===== src/esv_pkg.sv =====
package esv_pkg;

   // Default width of the modulus and of every configuration register.
   localparam int MOD_BITS_DEFAULT = 16;

   // Width of the message and signature fields of a request beat.
   localparam int FIELD_BITS = 16;

   // Configuration register file.
   localparam int CSR_INDEX_BITS = 2;

   localparam int MODULUS_RESET    = 23;
   localparam int GENERATOR_RESET  = 5;
   localparam int PUBLIC_KEY_RESET = 1;

   typedef enum logic [CSR_INDEX_BITS-1:0] {
      CSR_MODULUS    = 2'd0,
      CSR_GENERATOR  = 2'd1,
      CSR_PUBLIC_KEY = 2'd2
   } csr_index_type;

   // Which of the three powers is being computed.
   typedef enum logic [1:0] {
      POW_KEY, // public_key ^ sig_r
      POW_SIG, // sig_r ^ sig_s
      POW_GEN  // generator ^ message
   } pow_sel_type;

   // Operand pair loaded into the multiplier.
   typedef enum logic [1:0] {
      MUL_NONE,
      MUL_ACC,  // acc * base
      MUL_SQR,  // base * base
      MUL_LEFT  // acc * hold
   } mul_sel_type;

   // Destination of a finished reduction.
   typedef enum logic [2:0] {
      WB_NONE,
      WB_BASE,
      WB_ACC,
      WB_SQR,
      WB_LEFT
   } wb_sel_type;

   typedef enum logic [3:0] {
      ST_IDLE,
      ST_BASE,
      ST_RED,
      ST_WB,
      ST_TEST,
      ST_MUL_ACC,
      ST_MUL_SQR,
      ST_POW_END,
      ST_MUL_LEFT,
      ST_DONE
   } ctl_state_type;

   // Commands from the controller to the datapath.
   typedef struct packed {
      logic        capture;
      logic        load_base;
      pow_sel_type pow_sel;
      mul_sel_type mul_sel;
      logic        red_step;
      wb_sel_type  wb_sel;
      logic        save_hold;
      logic        out_load;
   } ctl_cmd_type;

   // Status from the datapath to the controller.
   typedef struct packed {
      logic p_small;
      logic red_last;
      logic exp_zero;
      logic exp_lsb;
      logic exp_high_zero;
   } dp_status_type;

endpackage


===== src/esv_req_if.sv =====
interface esv_req_if;
   import esv_pkg::*;

   logic                  valid;
   logic                  ready;
   logic [FIELD_BITS-1:0] message;
   logic [FIELD_BITS-1:0] sig_r;
   logic [FIELD_BITS-1:0] sig_s;

   modport source (output valid, output message, output sig_r, output sig_s, input ready);
   modport sink (input valid, input message, input sig_r, input sig_s, output ready);
endinterface


===== src/esv_rsp_if.sv =====
interface esv_rsp_if #(
   parameter int MOD_BITS = esv_pkg::MOD_BITS_DEFAULT
);
   logic                valid;
   logic                ready;
   logic                valid_res;
   logic [MOD_BITS-1:0] left_value;
   logic [MOD_BITS-1:0] right_value;

   modport source (output valid, output valid_res, output left_value, output right_value,
                   input ready);
   modport sink (input valid, input valid_res, input left_value, input right_value,
                 output ready);
endinterface


===== src/esv_datapath.sv =====
module esv_datapath #(
   parameter int MOD_BITS = esv_pkg::MOD_BITS_DEFAULT
) (
   input  logic                                clock,
   input  logic                                reset,
   input  logic                                csr_write_en,
   input  logic [esv_pkg::CSR_INDEX_BITS-1:0]  csr_index,
   input  logic [MOD_BITS-1:0]                 csr_wdata,
   input  logic [esv_pkg::FIELD_BITS-1:0]      message,
   input  logic [esv_pkg::FIELD_BITS-1:0]      sig_r,
   input  logic [esv_pkg::FIELD_BITS-1:0]      sig_s,
   input  esv_pkg::ctl_cmd_type                cmd,
   output esv_pkg::dp_status_type              status,
   output logic                                valid_res,
   output logic [MOD_BITS-1:0]                 left_value,
   output logic [MOD_BITS-1:0]                 right_value
);
   import esv_pkg::*;

   // The product register must hold a full product and an unreduced signature value.
   localparam int PROD_BITS = (2 * MOD_BITS > FIELD_BITS) ? 2 * MOD_BITS : FIELD_BITS;
   localparam int CNT_BITS  = $clog2(PROD_BITS);

   logic [MOD_BITS-1:0]   modulus_ff;
   logic [MOD_BITS-1:0]   generator_ff;
   logic [MOD_BITS-1:0]   public_key_ff;
   logic [FIELD_BITS-1:0] message_ff;
   logic [FIELD_BITS-1:0] sig_r_ff;
   logic [FIELD_BITS-1:0] sig_s_ff;
   logic [FIELD_BITS-1:0] exp_ff;
   logic [MOD_BITS-1:0]   base_ff;
   logic [MOD_BITS-1:0]   acc_ff;
   logic [MOD_BITS-1:0]   hold_ff;
   logic [PROD_BITS-1:0]  prod_ff;
   logic [PROD_BITS-1:0]  prod_in;
   logic [MOD_BITS-1:0]   rem_ff;
   logic [MOD_BITS-1:0]   rem_in;
   logic [CNT_BITS-1:0]   cnt_ff;
   logic                  res_ok_ff;
   logic [MOD_BITS-1:0]   res_left_ff;
   logic [MOD_BITS-1:0]   res_right_ff;
   logic [MOD_BITS-1:0]   mul_a;
   logic [MOD_BITS-1:0]   mul_b;
   logic [2*MOD_BITS-1:0] mul_prod;
   logic [MOD_BITS:0]     trial;
   logic [FIELD_BITS-1:0] exp_src;
   logic                  p_small;

   // Configuration registers; writes to unused indexes are dropped.
   always_ff @(posedge clock) begin
      if (reset) begin
         modulus_ff    <= MOD_BITS'(MODULUS_RESET);
         generator_ff  <= MOD_BITS'(GENERATOR_RESET);
         public_key_ff <= MOD_BITS'(PUBLIC_KEY_RESET);
      end else if (csr_write_en) begin
         unique case (csr_index)
            CSR_MODULUS:    modulus_ff    <= csr_wdata;
            CSR_GENERATOR:  generator_ff  <= csr_wdata;
            CSR_PUBLIC_KEY: public_key_ff <= csr_wdata;
            default: ;
         endcase
      end
   end

   assign p_small = (modulus_ff[MOD_BITS-1:1] == '0);

   // Multiplier operand selection.
   always_comb begin
      case (cmd.mul_sel)
         MUL_SQR: begin
            mul_a = base_ff;
            mul_b = base_ff;
         end
         MUL_LEFT: begin
            mul_a = acc_ff;
            mul_b = hold_ff;
         end
         default: begin
            mul_a = acc_ff;
            mul_b = base_ff;
         end
      endcase
   end

   assign mul_prod = mul_a * mul_b;

   // Value loaded into the product register: a base to reduce or a fresh product.
   always_comb begin
      prod_in = PROD_BITS'(mul_prod);
      exp_src = sig_r_ff;
      if (cmd.load_base) begin
         case (cmd.pow_sel)
            POW_SIG: begin
               prod_in = PROD_BITS'(sig_r_ff);
               exp_src = sig_s_ff;
            end
            POW_GEN: begin
               prod_in = PROD_BITS'(generator_ff);
               exp_src = message_ff;
            end
            default: begin
               prod_in = PROD_BITS'(public_key_ff);
               exp_src = sig_r_ff;
            end
         endcase
      end
   end

   // One restoring step of the reduction: shift in the next product bit, subtract p if it fits.
   assign trial  = {rem_ff, prod_ff[PROD_BITS-1]};
   assign rem_in = (trial >= {1'b0, modulus_ff}) ? MOD_BITS'(trial - {1'b0, modulus_ff})
                                                  : MOD_BITS'(trial);

   // Reduction unit: product register, remainder and bit counter.
   always_ff @(posedge clock) begin
      if (reset) begin
         cnt_ff <= '0;
      end else if (cmd.load_base || cmd.mul_sel != MUL_NONE) begin
         cnt_ff <= '0;
      end else if (cmd.red_step) begin
         cnt_ff <= cnt_ff + CNT_BITS'(1);
      end
   end

   always_ff @(posedge clock) begin
      if (cmd.load_base || cmd.mul_sel != MUL_NONE) begin
         prod_ff <= prod_in;
         rem_ff  <= '0;
      end else if (cmd.red_step) begin
         prod_ff <= {prod_ff[PROD_BITS-2:0], 1'b0};
         rem_ff  <= rem_in;
      end
   end

   // Request capture and exponentiation registers.
   always_ff @(posedge clock) begin
      if (cmd.capture) begin
         message_ff <= message;
         sig_r_ff   <= sig_r;
         sig_s_ff   <= sig_s;
      end
      if (cmd.load_base) begin
         exp_ff <= exp_src;
         acc_ff <= MOD_BITS'(1);
      end
      case (cmd.wb_sel)
         WB_BASE: base_ff <= rem_ff;
         WB_ACC:  acc_ff  <= rem_ff;
         WB_SQR: begin
            base_ff <= rem_ff;
            exp_ff  <= exp_ff >> 1;
         end
         WB_LEFT: hold_ff <= rem_ff;
         default: ;
      endcase
      if (cmd.save_hold) begin
         hold_ff <= acc_ff;
      end
   end

   // Result register: hold carries the left side, acc the right side.
   always_ff @(posedge clock) begin
      if (cmd.out_load) begin
         res_ok_ff    <= !p_small && (hold_ff == acc_ff);
         res_left_ff  <= p_small ? '0 : hold_ff;
         res_right_ff <= p_small ? '0 : acc_ff;
      end
   end

   assign status.p_small       = p_small;
   assign status.red_last      = (cnt_ff == CNT_BITS'(PROD_BITS - 1));
   assign status.exp_zero      = (exp_ff == '0);
   assign status.exp_lsb       = exp_ff[0];
   assign status.exp_high_zero = (exp_ff[FIELD_BITS-1:1] == '0);

   assign valid_res   = res_ok_ff;
   assign left_value  = res_left_ff;
   assign right_value = res_right_ff;

endmodule


===== src/esv_controller.sv =====
module esv_controller (
   input  logic                   clock,
   input  logic                   reset,
   input  logic                   req_valid,
   output logic                   req_ready,
   output logic                   rsp_valid,
   input  logic                   rsp_ready,
   input  esv_pkg::dp_status_type status,
   output esv_pkg::ctl_cmd_type   cmd
);
   import esv_pkg::*;

   ctl_state_type state_ff;
   ctl_state_type state_in;
   pow_sel_type   pow_ff;
   pow_sel_type   pow_in;
   wb_sel_type    wb_sel_ff;
   wb_sel_type    wb_sel_in;
   logic          out_valid_ff;
   logic          out_valid_in;

   // State and sequencing registers.
   always_ff @(posedge clock) begin
      if (reset) begin
         state_ff     <= ST_IDLE;
         pow_ff       <= POW_KEY;
         wb_sel_ff    <= WB_NONE;
         out_valid_ff <= 1'b0;
      end else begin
         state_ff     <= state_in;
         pow_ff       <= pow_in;
         wb_sel_ff    <= wb_sel_in;
         out_valid_ff <= out_valid_in;
      end
   end

   // Next state and datapath commands.
   always_comb begin
      state_in      = state_ff;
      pow_in        = pow_ff;
      wb_sel_in     = wb_sel_ff;
      cmd           = '{capture: 1'b0, load_base: 1'b0, pow_sel: pow_ff, mul_sel: MUL_NONE,
                        red_step: 1'b0, wb_sel: WB_NONE, save_hold: 1'b0, out_load: 1'b0};
      req_ready     = 1'b0;
      out_valid_in  = out_valid_ff && !rsp_ready;

      unique case (state_ff)
         ST_IDLE: begin
            req_ready = 1'b1;
            if (req_valid) begin
               cmd.capture = 1'b1;
               pow_in      = POW_KEY;
               state_in    = status.p_small ? ST_DONE : ST_BASE;
            end
         end
         ST_BASE: begin
            cmd.load_base = 1'b1;
            wb_sel_in     = WB_BASE;
            state_in      = ST_RED;
         end
         ST_RED: begin
            cmd.red_step = 1'b1;
            if (status.red_last) begin
               state_in = ST_WB;
            end
         end
         ST_WB: begin
            cmd.wb_sel = wb_sel_ff;
            case (wb_sel_ff)
               WB_ACC:  state_in = status.exp_high_zero ? ST_POW_END : ST_MUL_SQR;
               WB_LEFT: begin
                  pow_in   = POW_GEN;
                  state_in = ST_BASE;
               end
               default: state_in = ST_TEST;
            endcase
         end
         ST_TEST: begin
            if (status.exp_zero) begin
               state_in = ST_POW_END;
            end else if (status.exp_lsb) begin
               state_in = ST_MUL_ACC;
            end else begin
               state_in = ST_MUL_SQR;
            end
         end
         ST_MUL_ACC: begin
            cmd.mul_sel = MUL_ACC;
            wb_sel_in   = WB_ACC;
            state_in    = ST_RED;
         end
         ST_MUL_SQR: begin
            cmd.mul_sel = MUL_SQR;
            wb_sel_in   = WB_SQR;
            state_in    = ST_RED;
         end
         ST_POW_END: begin
            case (pow_ff)
               POW_KEY: begin
                  cmd.save_hold = 1'b1;
                  pow_in        = POW_SIG;
                  state_in      = ST_BASE;
               end
               POW_SIG: state_in = ST_MUL_LEFT;
               default: state_in = ST_DONE;
            endcase
         end
         ST_MUL_LEFT: begin
            cmd.mul_sel = MUL_LEFT;
            wb_sel_in   = WB_LEFT;
            state_in    = ST_RED;
         end
         ST_DONE: begin
            // Wait until the result register is free or being emptied this cycle.
            if (!out_valid_ff || rsp_ready) begin
               cmd.out_load = 1'b1;
               out_valid_in = 1'b1;
               state_in     = ST_IDLE;
            end
         end
         default: state_in = ST_IDLE;
      endcase
   end

   assign rsp_valid = out_valid_ff;

endmodule


===== src/elgamal_signature_verify.sv =====
// ElGamal signature verifier. Program modulus p, generator g and public key y through the
// csr_ port while the block is idle; each request beat (message m, sig_r, sig_s) then yields
// one response beat with left_value = y^r * r^s mod p, right_value = g^m mod p and valid_res
// set when they match. A modulus below two gives zeros and valid_res low. All arithmetic goes
// through one multiplier followed by a bit-serial reducer over a product register of
// P = max(2*MOD_BITS, 16) bits. An item needs three base reductions, one squaring per
// exponent bit below the top set bit, one product per set exponent bit and one final
// product: up to about 100 products, fewer for short or sparse exponents. One item is in
// flight at a time; the next request is taken as soon as the previous result sits in the
// response register.
module elgamal_signature_verify #(
   parameter int MOD_BITS = esv_pkg::MOD_BITS_DEFAULT
) (
   input  logic                               clock,
   input  logic                               reset,
   esv_req_if.sink                            req_chan,
   esv_rsp_if.source                          rsp_chan,
   input  logic                               csr_write_en,
   input  logic [esv_pkg::CSR_INDEX_BITS-1:0] csr_index,
   input  logic [MOD_BITS-1:0]                csr_wdata
);
   import esv_pkg::*;

   ctl_cmd_type   cmd;
   dp_status_type status;
   logic          req_ready;
   logic          rsp_valid;

   // Sequencer for the three exponentiations and the final product.
   esv_controller u_controller (
      .clock     (clock),
      .reset     (reset),
      .req_valid (req_chan.valid),
      .req_ready (req_ready),
      .rsp_valid (rsp_valid),
      .rsp_ready (rsp_chan.ready),
      .status    (status),
      .cmd       (cmd)
   );

   // Configuration, multiplier, reducer and result register.
   esv_datapath #(
      .MOD_BITS (MOD_BITS)
   ) u_datapath (
      .clock        (clock),
      .reset        (reset),
      .csr_write_en (csr_write_en),
      .csr_index    (csr_index),
      .csr_wdata    (csr_wdata),
      .message      (req_chan.message),
      .sig_r        (req_chan.sig_r),
      .sig_s        (req_chan.sig_s),
      .cmd          (cmd),
      .status       (status),
      .valid_res    (rsp_chan.valid_res),
      .left_value   (rsp_chan.left_value),
      .right_value  (rsp_chan.right_value)
   );

   assign req_chan.ready = req_ready;
   assign rsp_chan.valid = rsp_valid;

   // Once a beat is taken the block is busy for at least the next cycle.
   a_busy_after_accept: assert property (@(posedge clock) disable iff (reset)
      (req_chan.valid && req_chan.ready) |=> !req_chan.ready)
      else $error("request accepted twice in a row");

   // A positive verdict always carries two equal values.
   a_verdict_consistent: assert property (@(posedge clock) disable iff (reset)
      (rsp_chan.valid && rsp_chan.valid_res) |-> (rsp_chan.left_value == rsp_chan.right_value))
      else $error("valid_res set with differing values");

   // The result register is never overwritten while a beat is still pending.
   a_no_overwrite: assert property (@(posedge clock) disable iff (reset)
      cmd.out_load |-> (!rsp_chan.valid || rsp_chan.ready))
      else $error("result register overwritten");

   // Datapath commands that load the reducer never coincide with a reduction step.
   a_cmd_exclusive: assert property (@(posedge clock) disable iff (reset)
      cmd.red_step |-> (!cmd.load_base && cmd.mul_sel == MUL_NONE))
      else $error("reducer loaded during a reduction step");

endmodule

===== src/flat_wrapper.sv =====
// flat-port wrapper written by rule: the top's interface ports become plain ports
module elgamal_signature_verify_flat import esv_pkg::*;
#(
   parameter int MOD_BITS = esv_pkg::MOD_BITS_DEFAULT
)
  (clock, reset, csr_write_en, csr_index, csr_wdata, req_chan_valid, req_chan_message, req_chan_sig_r, req_chan_sig_s, req_chan_ready, rsp_chan_valid, rsp_chan_valid_res, rsp_chan_left_value, rsp_chan_right_value, rsp_chan_ready);
  esv_req_if req_chan_i ();
  esv_rsp_if #(.MOD_BITS(MOD_BITS)) rsp_chan_i ();
  input  logic clock;
  input  logic reset;
  input  logic csr_write_en;
  input  logic [esv_pkg::CSR_INDEX_BITS-1:0] csr_index;
  input  logic [MOD_BITS-1:0] csr_wdata;
  input wire logic [$bits(req_chan_i.valid)-1:0] req_chan_valid;
  input wire logic [$bits(req_chan_i.message)-1:0] req_chan_message;
  input wire logic [$bits(req_chan_i.sig_r)-1:0] req_chan_sig_r;
  input wire logic [$bits(req_chan_i.sig_s)-1:0] req_chan_sig_s;
  output wire logic [$bits(req_chan_i.ready)-1:0] req_chan_ready;
  output wire logic [$bits(rsp_chan_i.valid)-1:0] rsp_chan_valid;
  output wire logic [$bits(rsp_chan_i.valid_res)-1:0] rsp_chan_valid_res;
  output wire logic [$bits(rsp_chan_i.left_value)-1:0] rsp_chan_left_value;
  output wire logic [$bits(rsp_chan_i.right_value)-1:0] rsp_chan_right_value;
  input wire logic [$bits(rsp_chan_i.ready)-1:0] rsp_chan_ready;
  assign req_chan_i.valid = req_chan_valid;
  assign req_chan_i.message = req_chan_message;
  assign req_chan_i.sig_r = req_chan_sig_r;
  assign req_chan_i.sig_s = req_chan_sig_s;
  assign req_chan_ready = req_chan_i.ready;
  assign rsp_chan_valid = rsp_chan_i.valid;
  assign rsp_chan_valid_res = rsp_chan_i.valid_res;
  assign rsp_chan_left_value = rsp_chan_i.left_value;
  assign rsp_chan_right_value = rsp_chan_i.right_value;
  assign rsp_chan_i.ready = rsp_chan_ready;
  elgamal_signature_verify #(.MOD_BITS(MOD_BITS)) u_core (.clock(clock), .reset(reset), .req_chan(req_chan_i), .rsp_chan(rsp_chan_i), .csr_write_en(csr_write_en), .csr_index(csr_index), .csr_wdata(csr_wdata));
endmodule

===== config.mk =====
export PLATFORM = sky130hd
export DESIGN_NAME = elgamal_signature_verify_flat
export DESIGN_NICKNAME = d
export VERILOG_FILES = /design/src/esv_pkg.sv /design/src/esv_req_if.sv /design/src/esv_rsp_if.sv /design/src/esv_datapath.sv /design/src/esv_controller.sv /design/src/elgamal_signature_verify.sv /design/src/flat_wrapper.sv
export SDC_FILE = /design/constraint.sdc
export NUM_CORES = 1
export LEC_CHECK = 0
export ABC_AREA = 0
export BUFFER_PORTS_ARGS = -buffer_cell sky130_fd_sc_hd__buf_4
export CAP_MARGIN = 20
export CORE_MARGIN = 4
export CORE_UTILIZATION = 50
export DETAILED_ROUTE_END_ITERATION = 8
export MAX_ROUTING_LAYER = met4
export PLACE_DENSITY_LB_ADDON = 0.25
export SKIP_CTS_REPAIR_TIMING = 1
export SLEW_MARGIN = 20
export SYNTH_ARGS = -nofsm -noshare
export SYNTH_HDL_FRONTEND = slang
export SYNTH_SLANG_ARGS = --single-unit

===== constraint.sdc =====
create_clock -name clock -period 19.8 [get_ports clock]
set_input_delay 3.96 -clock clock [delete_from_list [all_inputs] [get_ports clock]]
set_output_delay 3.96 -clock clock [all_outputs]
set_load 0.01 [all_outputs]

==> flow_summary.json, run 1 <==
{
  "status": "completed",
  "synth_cells": 2083,
  "clock_latency_ps": 540,
  "cts_tree": "built",
  "finalHoldViolations": 0,
  "io_pins": 106,
  "max_freq_mhz": 122.2,
  "synth_edf_count": 176,
  "clock-sinks": 256,
  "intPower_mw": 1.829,
  "initial_utilization": 0.5060,
  "synthesis.area_um2": 20150,
  "place.gp.congestion": 1.003,
  "rsz0062_at_grt": "false",
  "critPathKind": "reg2reg",
  "skew_ps": 11.63,
  "grt_pass1_vias": 15497,
  "cts_buffers": 28,
  "io_buffers": 105,
  "postRouteAntennaNets": 0,
  "final.setup.tns_ps": 0,
  "placed_area_um2": 21460,
  "yosysSeqAreaShare": 0.3417,
  "pwr-share-comb": 0.640,
  "cp_data_required_time_ps": 20160,
  "yosysTopAreaCell": "edfxtp_1",
  "die_w_um": 208.8,
  "switching_share": 0.4621,
  "synth_ff_type": "edfxtp_1",
  "ys_seq_elements": 256,
  "dpl.hpwl_mm": 41.70,
  "dieArea_um2": 43580,
  "multi_input_area_um2": 11990,
  "grt.overflow.total": 0,
  "cts-root-buf": "clkbuf_16",
  "fin_crit_sh": 0.4133,
  "clk_pin_slew_worst_paths_ps": 60,
  "async_flop_share": 0,
  "antenna_found_initial": 0,
  "area_growth_pct": 10.94,
  "vias_per_cell": 5.624,
  "place_ws_ps": 11490,
  "slew_viol_final": 0,
  "drc_errors": 0,
  "fin_crit_ps": 8184,
  "top_register": "u_core.u_datapath.prod_ff",
  "wl_per_cell_um": 19.92,
  "htree_levels": 1,
  "row_count": 73,
  "regArea_um2": 6887,
  "grt_max_degree": 65,
  "pwr-share-seq": 0.213,
  "core_um2": 39820,
  "yosysMostFrequentCell": "nand2_1",
  "drt-total-wl_mm": 53.71,
  "synth_top_area_share": 0.2623,
  "yosys_warnings": 0,
  "firstDrtPassIters": 6,
  "antenna_cells": 0,
  "nets": 2545,
  "power_density_nw_per_um2": 152.1,
  "first_iter_violations": 1250,
  "synth.area.top_cells": "edfxtp_1 26%, fa_1 19%, dfxtp_1 7.9%",
  "setup_viol": 0,
  "largest_reg_flops": 32,
  "maxCapViolations": 0,
  "fillers": 3582,
  "drive_above_1_share": 0.1105,
  "grt_usage": 0.2534,
  "vias": 15161,
  "yosys.cell_types.count": 64,
  "hold_class": "reg2reg",
  "synthesis.nets": 2475,
  "ir_worst_vdd_mv": 0.1843,
  "die_h_um": 208.8,
  "start_kind": "flip-flop",
  "final.setup.worst_slack_ps": 11620,
  "fin_area_um2": 22360,
  "cp_max_fo": 32,
  "clock_power_share": 0.146,
  "arrival_ps": 8550,
  "max_slew_margin": 0.2356,
  "synthTopCellsByCount": "317 x nand2_1, 259 x inv_1, 195 x fa_1, 182 x nor2_1, 176 x edfxtp_1",
  "leakagePower_nw": 9.476,
  "max_slew.worst_pin.slew_ps": 1115,
  "syn_area_per_cell_um2": 9.674,
  "power_switching_mw": 1.571,
  "endpoint_kind": "flip-flop",
  "grt_pass1_wl_mm": 86.22,
  "clockBufferDepth": 3
}
## path summary, 6_finish.rpt
path / from / end / slack [ps] / cells after the start
max: u_core.u_controller.state_ff[2]$_SDFFE_PP0P_ / u_core.u_datapath.prod_ff[26]$_DFFE_PP_ / 11620 / 23
min: u_core.u_datapath.public_key_ff[5]$_SDFFE_PP0P_ / u_core.u_datapath.public_key_ff[5]$_SDFFE_PP0P_ / 460 / 2
max reg2reg: u_core.u_controller.state_ff[2]$_SDFFE_PP0P_ / u_core.u_datapath.prod_ff[26]$_DFFE_PP_ / 11620 / 23
min reg2reg: u_core.u_datapath.public_key_ff[5]$_SDFFE_PP0P_ / u_core.u_datapath.public_key_ff[5]$_SDFFE_PP0P_ / 460 / 2
## metrics by stage
step	util	power, mW	hold slack, ps	std cells
global placement	0.5385	2.841	442.6	2646
global route	0.5614	3.708	476.2	2696
detailed placement	0.5388	2.854	447.8	2647
finish	0.5614	3.400	456.9	2696
floorplan	-	2.314	432.3	2083
CTS	0.5607	3.383	455.4	2695
## layout by cell type (no fill, tap or decap), types with 80 or more instances in the layout
cell / n
o21ai_0: 81
buf_4: 127
dfxtp_1: 80
nand2_1: 317
edfxtp_1: 176
nor2_1: 181
a21oi_1: 112
inv_1: 259
ha_1: 125
fa_1: 195
## area by class of cell
class                      count  area share
clock buffer                  40     0.03593
timing repair buffer         129     0.04365
inverter                     260     0.04365
sequential                   256      0.3080
multi-input combinational   1478      0.5363
clock inverter                 8    0.003078
tap                          525     0.02938
## power groups by stage
stage	logic (mW)	clock network (mW)	registers [mW]
after global placement	2.11	0	0.732
after global routing	2.45	0.531	0.731
final	2.18	0.498	0.725
after CTS	2.15	0.506	0.724
after floorplan	1.61	0	0.699
after detailed placement	2.12	0	0.734
## critical path, cell delays in order, from the launching register on
cell and delay (ps):
dfxtp_1 720, nand2_1 270, nor2_4 140, buf_4 410, mux2i_1 950, nor2_1 130, fa_1 530, inv_1 60
fa_1 400, fa_1 520, fa_1 570, inv_1 50, fa_1 480, inv_1 50, fa_1 480, inv_1 50
ha_1 320, and4_1 270, a21boi_0 440, a41oi_1 230, a31oi_1 390, a31oi_1 160, xor2_1 160, o21ai_0 200
## metal layers
layer	part of all wire	track usage
met5	0	-
met4	0.028	0.06818
met3	0.060	0.02867
met2	0.48	0.4048
met1	0.44	0.3487
## logic make-up (layout without fill, tap and decap cells)
| group | Yosys count | count (layout) | share of synthesized area |
|---|---|---|---|
| compound gates | 339 | 339 | 0.1032 |
| simple gates | 679 | 679 | 0.1488 |
| xor+xnor | 56 | 56 | 0.02434 |
| buf+inv | 349 | 437 | 0.06594 |
| flops | 256 | 256 | 0.3417 |
| mux | 83 | 83 | 0.04402 |
| fa+ha+maj | 321 | 321 | 0.2719 |
No activity file was read; power rests on OpenSTA's default activity.
==> run 2, diff against run 1 <==
- clock period: 19.8 -> 8.6 ns (I/O delays scaled with it)
==> run 2 against run 1 <==
Sequential power increased by 130%. Flip-flop and latch count did not move. Worst hold slack barely moved. Total power grew 130%. Setup slack got worse by 11000 ps. Design area is 0.17% higher. Critical path type unchanged. Clock skew down 1.5 ps. Critical endpoint unchanged.
==> flow_summary.json, run 2 (synthesis gave the netlist of run 1 again) <==
{
  "status": "completed",
  "intPower_mw": 4.180,
  "io_buffers": 105,
  "final_cell_mix": "317 x nand2_1, 259 x inv_1, 195 x fa_1",
  "vias_per_cell": 5.630,
  "cp_max_fo": 20,
  "clk_pin_slew_worst_paths_ps": 60,
  "cts_tree": "built",
  "pwr-share-seq": 0.213,
  "slew_viol_final": 0,
  "rsz0062_at_grt": "false",
  "first_iter_violations": 1069,
  "maxCapViolations": 0,
  "start_kind": "flip-flop",
  "dpl.hpwl_mm": 42.44,
  "placed_area_um2": 21530,
  "dieArea_um2": 43580,
  "pwr-share-comb": 0.643,
  "whs_ps": 456.5,
  "ir_worst_vdd_mv": 0.3311,
  "endpoint_kind": "flip-flop",
  "cts_buffers": 28,
  "initial_utilization": 0.5060,
  "grt_pass1_wl_mm": 85.43,
  "cts-root-buf": "clkbuf_16",
  "final.setup.worst_slack_ps": 463.6,
  "area_growth_pct": 11.13,
  "regArea_um2": 6887,
  "antenna_found_initial": 0,
  "io_pins": 106,
  "grt_usage": 0.2517,
  "nets": 2554,
  "grt_max_degree": 65,
  "power_switching_mw": 3.642,
  "clock_latency_ps": 550,
  "htree_levels": 1,
  "drive_above_1_share": 0.1131,
  "max_slew.worst_pin.slew_ps": 1003,
  "switching_share": 0.4656,
  "vias": 15252,
  "place.gp.congestion": 1.004,
  "setup_viol": 0,
  "critPathKind": "reg2reg",
  "drt-total-wl_mm": 53.62,
  "top_register": "u_core.u_datapath.prod_ff",
  "fin_crit_ps": 8136,
  "die_w_um": 208.8,
  "fin_area_um2": 22400,
  "row_count": 73,
  "arrival_ps": 8390,
  "antenna_cells": 0,
  "power_density_nw_per_um2": 349.3,
  "drc_errors": 0,
  "rrSetupSlack_ps": 460,
  "clock-sinks": 256,
  "holdPathEnd": "u_core.u_datapath.public_key_ff[8]$_SDFFE_PP0P_",
  "core_um2": 39820,
  "postRouteAntennaNets": 0,
  "reg2reg_depth": 22,
  "firstDrtPassIters": 5,
  "place_ws_ps": 567.1,
  "min_from": "u_core.u_datapath.public_key_ff[8]$_SDFFE_PP0P_",
  "hold_class": "reg2reg",
  "whs_path_depth": 2,
  "reg2reg_to": "u_core.u_datapath.prod_ff[26]$_DFFE_PP_",
  "r2r-start": "u_core.u_controller.state_ff[2]$_SDFFE_PP0P_",
  "clock_power_share": 0.144,
  "grt_pass1_vias": 15787,
  "multi_input_area_um2": 11970,
  "wl_per_cell_um": 19.79,
  "clockBufferDepth": 3,
  "final.setup.tns_ps": 0,
  "die_h_um": 208.8,
  "finalHoldViolations": 0,
  "cp_data_required_time_ps": 8860,
  "max_slew_margin": 0.3315,
  "grt.overflow.total": 0,
  "skew_ps": 10.09,
  "final_common_cell": "nand2_1",
  "fin_crit_sh": 0.9461,
  "largest_reg_flops": 32,
  "leakagePower_nw": 9.497,
  "max_freq_mhz": 122.9,
  "fillers": 3567
}
-- run 2: changes by cell type in the layout (fill, tap and decap cells not counted), sizes merged --
cell / change
clkbuf: -3
clkinvlp: +2
clkinv: +5
buf: +9
-- run 2: power groups by stage --
stage / logic, mW / clock network, mW / registers, mW
after floorplan: 3.72 / 0 / 1.61
after global routing: 5.65 / 1.20 / 1.68
final: 5.03 / 1.13 / 1.66
after CTS: 5.00 / 1.15 / 1.66
after detailed placement: 4.93 / 0 / 1.69
after global placement: 4.89 / 0 / 1.68
-- run 2: routing by layer --
metal | vias up | global-route usage | wire length (um)
met1 | 7468 | 0.3321 | 22940
li1 | 7107 | - | -
met3 | 120 | 0.03393 | 3282
met5 | - | - | 0
met2 | 557 | 0.3993 | 25140
met4 | 0 | 0.09833 | 2257
-- run 2: area by class of cell --
cell class,count,area share
Timing Repair Buffer,138,0.04643
Clock inverter,15,0.004749
Tap cell,525,0.02933
Inverter,260,0.04358
Multi-Input combinational cell,1478,0.5347
Sequential cell,256,0.3075
Clock buffer,37,0.03374
-- run 2: critical path, stage by stage, from the launching register on --
cell and delay [ps]:
dfxtp_1 750, nand2_1 290, nor2_4 580, mux2i_1 760
nor2_1 150, fa_1 540, inv_1 50, fa_1 490
fa_1 530, fa_1 560, inv_1 50, fa_1 490
inv_1 50, fa_1 470, inv_1 40, ha_1 310
and4_1 280, a21boi_0 410, a41oi_1 210, a31oi_1 390
a31oi_1 170, xor2_1 180, o21ai_0 90
-- run 2: through the flow --
step,power [mW],instances,util
after floorplan,5.327,2083,-
after global placement,6.574,2656,0.5404
after detailed placement,6.612,2657,0.5407
after CTS,7.815,2709,0.5623
after global routing,8.522,2709,0.5624
final,7.822,2709,0.5624
-- run 2: worst max-delay path by stage --
stage                                                       from                                      end  slack, ps  cells past startpoint
finish              u_core.u_controller.state_ff[2]$_SDFFE_PP0P_  u_core.u_datapath.prod_ff[26]$_DFFE_PP_        460                     22
global route        u_core.u_controller.state_ff[2]$_SDFFE_PP0P_  u_core.u_datapath.prod_ff[26]$_DFFE_PP_         30                     22
CTS                 u_core.u_controller.state_ff[2]$_SDFFE_PP0P_  u_core.u_datapath.prod_ff[28]$_DFFE_PP_        530                     22
detailed placement  u_core.u_controller.state_ff[2]$_SDFFE_PP0P_  u_core.u_datapath.prod_ff[24]$_DFFE_PP_        570                     22
global placement    u_core.u_controller.state_ff[2]$_SDFFE_PP0P_  u_core.u_datapath.prod_ff[28]$_DFFE_PP_        730                     22
floorplan           u_core.u_controller.state_ff[0]$_SDFFE_PP0P_  u_core.u_datapath.prod_ff[29]$_DFFE_PP_       1660                     26
==> run 3, diff against run 2 <==
- RECOVER_POWER: not set -> 50
==> run 3 against run 2 <==
The flow now finishes with violations (capacitance limit, slew limit). Combinational power about the same. Clock power about the same. Non-clock buffer count did not move. Worst hold slack barely moved. Fmax is essentially flat. Sequential share of layout area barely moved. Register-to-register slack barely moved. Critical path depth did not move. Global-route usage stayed put. Clock-buffer cell count did not move. Setup slack better by 7.7 ps. Clock skew about the same. Critical endpoint is now u_core.u_datapath.prod_ff[28]$_DFFE_PP_.
==> flow_summary.json, run 3 (synthesis gave the netlist of run 1 again) <==
{
  "status": "finished with violations",
  "failed_checks": "capacitance limit, slew limit",
  "final.setup.tns_ps": 0,
  "whs_path_depth": 2,
  "crit_family": "adder cells",
  "max_slew.worst_pin.slew_ps": 3131,
  "power_density_nw_per_um2": 350.2,
  "fin_crit_sh": 0.9452,
  "nets": 2554,
  "antenna_cells": 0,
  "post-route-util": 0.5617,
  "clock_latency_ps": 550,
  "final_cell_mix": "317 x nand2_1, 260 x inv_1, 195 x fa_1",
  "grt_pass1_vias": 15787,
  "top_register": "u_core.u_datapath.prod_ff",
  "antenna_found_initial": 0,
  "critPathKind": "reg2reg",
  "cts_tree": "built",
  "slowest_delay_ps": 750,
  "vias": 15226,
  "leakagePower_nw": 9.454,
  "clk_pin_slew_worst_paths_ps": 60,
  "vias_per_cell": 5.621,
  "first_iter_violations": 1114,
  "slowest_stage": "dfxtp_1",
  "ir_worst_vdd_mv": 0.3302,
  "max_freq_mhz": 123.0,
  "skew_ps": 9.806,
  "cp_data_required_time_ps": 8850,
  "grt_usage": 0.2517,
  "cp_max_fo": 20,
  "place.gp.congestion": 1.004,
  "fin_crit_ps": 8129,
  "rsz0062_at_grt": "false",
  "wl_per_cell_um": 19.80,
  "max_slew_margin": -1.087,
  "io_buffers": 105,
  "io_pins": 106,
  "worst-path-buf-inv": 4,
  "dieArea_um2": 43580,
  "setup_viol": 0,
  "grt_pass1_wl_mm": 85.43,
  "fillers": 3575,
  "cts-root-buf": "clkbuf_16",
  "hold_class": "reg2reg",
  "initial_utilization": 0.5060,
  "crit_chain": "nand2_1 -> nor2_4 -> mux2i_1 -> nor2_1 -> fa_1 -> inv_1 -> fa_1 -> fa_1 -> fa_1 -> inv_1 -> fa_1 -> inv_1 -> fa_1 -> inv_1 -> ha_1 -> and4_1 -> a21boi_0 -> o211ai_1 -> a31oi_1 -> a41oi_1 -> xor2_1 -> o21ai_0",
  "postRouteAntennaNets": 0,
  "area_growth_pct": 11.00,
  "maxCapViolations": 2,
  "drt-total-wl_mm": 53.63,
  "dpl.hpwl_mm": 42.44,
  "clock-sinks": 256,
  "grt.overflow.total": 0,
  "endpoint_kind": "flip-flop",
  "drc_errors": 0,
  "slew_viol_final": 113,
  "cp_num_cells": 22,
  "firstDrtPassIters": 6,
  "die_h_um": 208.8,
  "clockBufferDepth": 3,
  "whs_ps": 456.1,
  "finalHoldViolations": 0,
  "htree_levels": 1,
  "start_kind": "flip-flop",
  "cts_buffers": 28,
  "grt_max_degree": 65,
  "row_count": 73,
  "core_um2": 39820,
  "die_w_um": 208.8,
  "final_common_cell": "nand2_1",
  "drive_above_1_share": 0.1094,
  "reg2reg_depth": 22,
  "crit_top_cell": "fa_1",
  "arrival_ps": 8380,
  "largest_reg_flops": 32
}
## run 3: cell count changes in the layout (fill, tap and decap cells not counted), sizes merged
cell    previous run  this run
clkbuf            37        89
buf              138        86
## run 3: final timing paths
kind | start | end | slack (ps)
max | u_core.u_controller.state_ff[2]$_SDFFE_PP0P_ | u_core.u_datapath.prod_ff[28]$_DFFE_PP_ | 470
min | u_core.u_datapath.public_key_ff[8]$_SDFFE_PP0P_ | u_core.u_datapath.public_key_ff[8]$_SDFFE_PP0P_ | 460
min reg2reg | u_core.u_datapath.public_key_ff[8]$_SDFFE_PP0P_ | u_core.u_datapath.public_key_ff[8]$_SDFFE_PP0P_ | 460
max reg2reg | u_core.u_controller.state_ff[2]$_SDFFE_PP0P_ | u_core.u_datapath.prod_ff[28]$_DFFE_PP_ | 470
## run 3: per-layer routing
| layer | track usage | up-vias | share of wire |
|---|---|---|---|
| li1 | - | 7095 | - |
| met4 | 0.09833 | 0 | 0.043 |
| met1 | 0.3321 | 7461 | 0.43 |
| met3 | 0.03393 | 124 | 0.063 |
| met2 | 0.3993 | 546 | 0.47 |
| met5 | - | - | 0 |
## run 3: power by group
part | switching (mW) | leakage (nW) | internal, mW
Sequential | 0.137 | 2.30 | 1.53
Clock | 0.480 | 0.422 | 0.648
Combinational | 3.03 | 6.74 | 2.00
Total | 3.65 | 9.45 | 4.18
## run 3: final cells by class
class	count	area, um2	share of cell area
multi-input combinational	1478	11970	0.5349
sequential	256	6887	0.3079
timing repair buffer	138	1021	0.04565
inverter	260	975.9	0.04363
clock buffer	37	755.7	0.03379
tap	525	656.9	0.02937
clock inverter	15	106.4	0.004755
## run 3: per-stage QoR
| stage | power (mW) | worst slack (ps) | cell area, um2 | cells |
|---|---|---|---|---|
| finish | 7.832 | 471.3 | 22370 | 2709 |
| global route | 8.523 | 33.52 | 22370 | 2709 |
| CTS | 7.815 | 525.5 | 22390 | 2709 |
| detailed placement | 6.612 | 567.1 | 21530 | 2657 |
| global placement | 6.574 | 733.2 | 21520 | 2656 |
| floorplan | 5.327 | 1659 | 20150 | 2083 |
## run 3: worst reg2reg max path, cell delays in order, from the launching register on
cell and delay (ps):
dfxtp_1 750, nand2_1 280, nor2_4 580, mux2i_1 730
nor2_1 170, fa_1 570, inv_1 50, fa_1 490
fa_1 530, fa_1 560, inv_1 50, fa_1 490
inv_1 50, fa_1 470, inv_1 40, ha_1 310
and4_1 280, a21boi_0 410, o211ai_1 170, a31oi_1 390
a41oi_1 190, xor2_1 170, o21ai_0 100
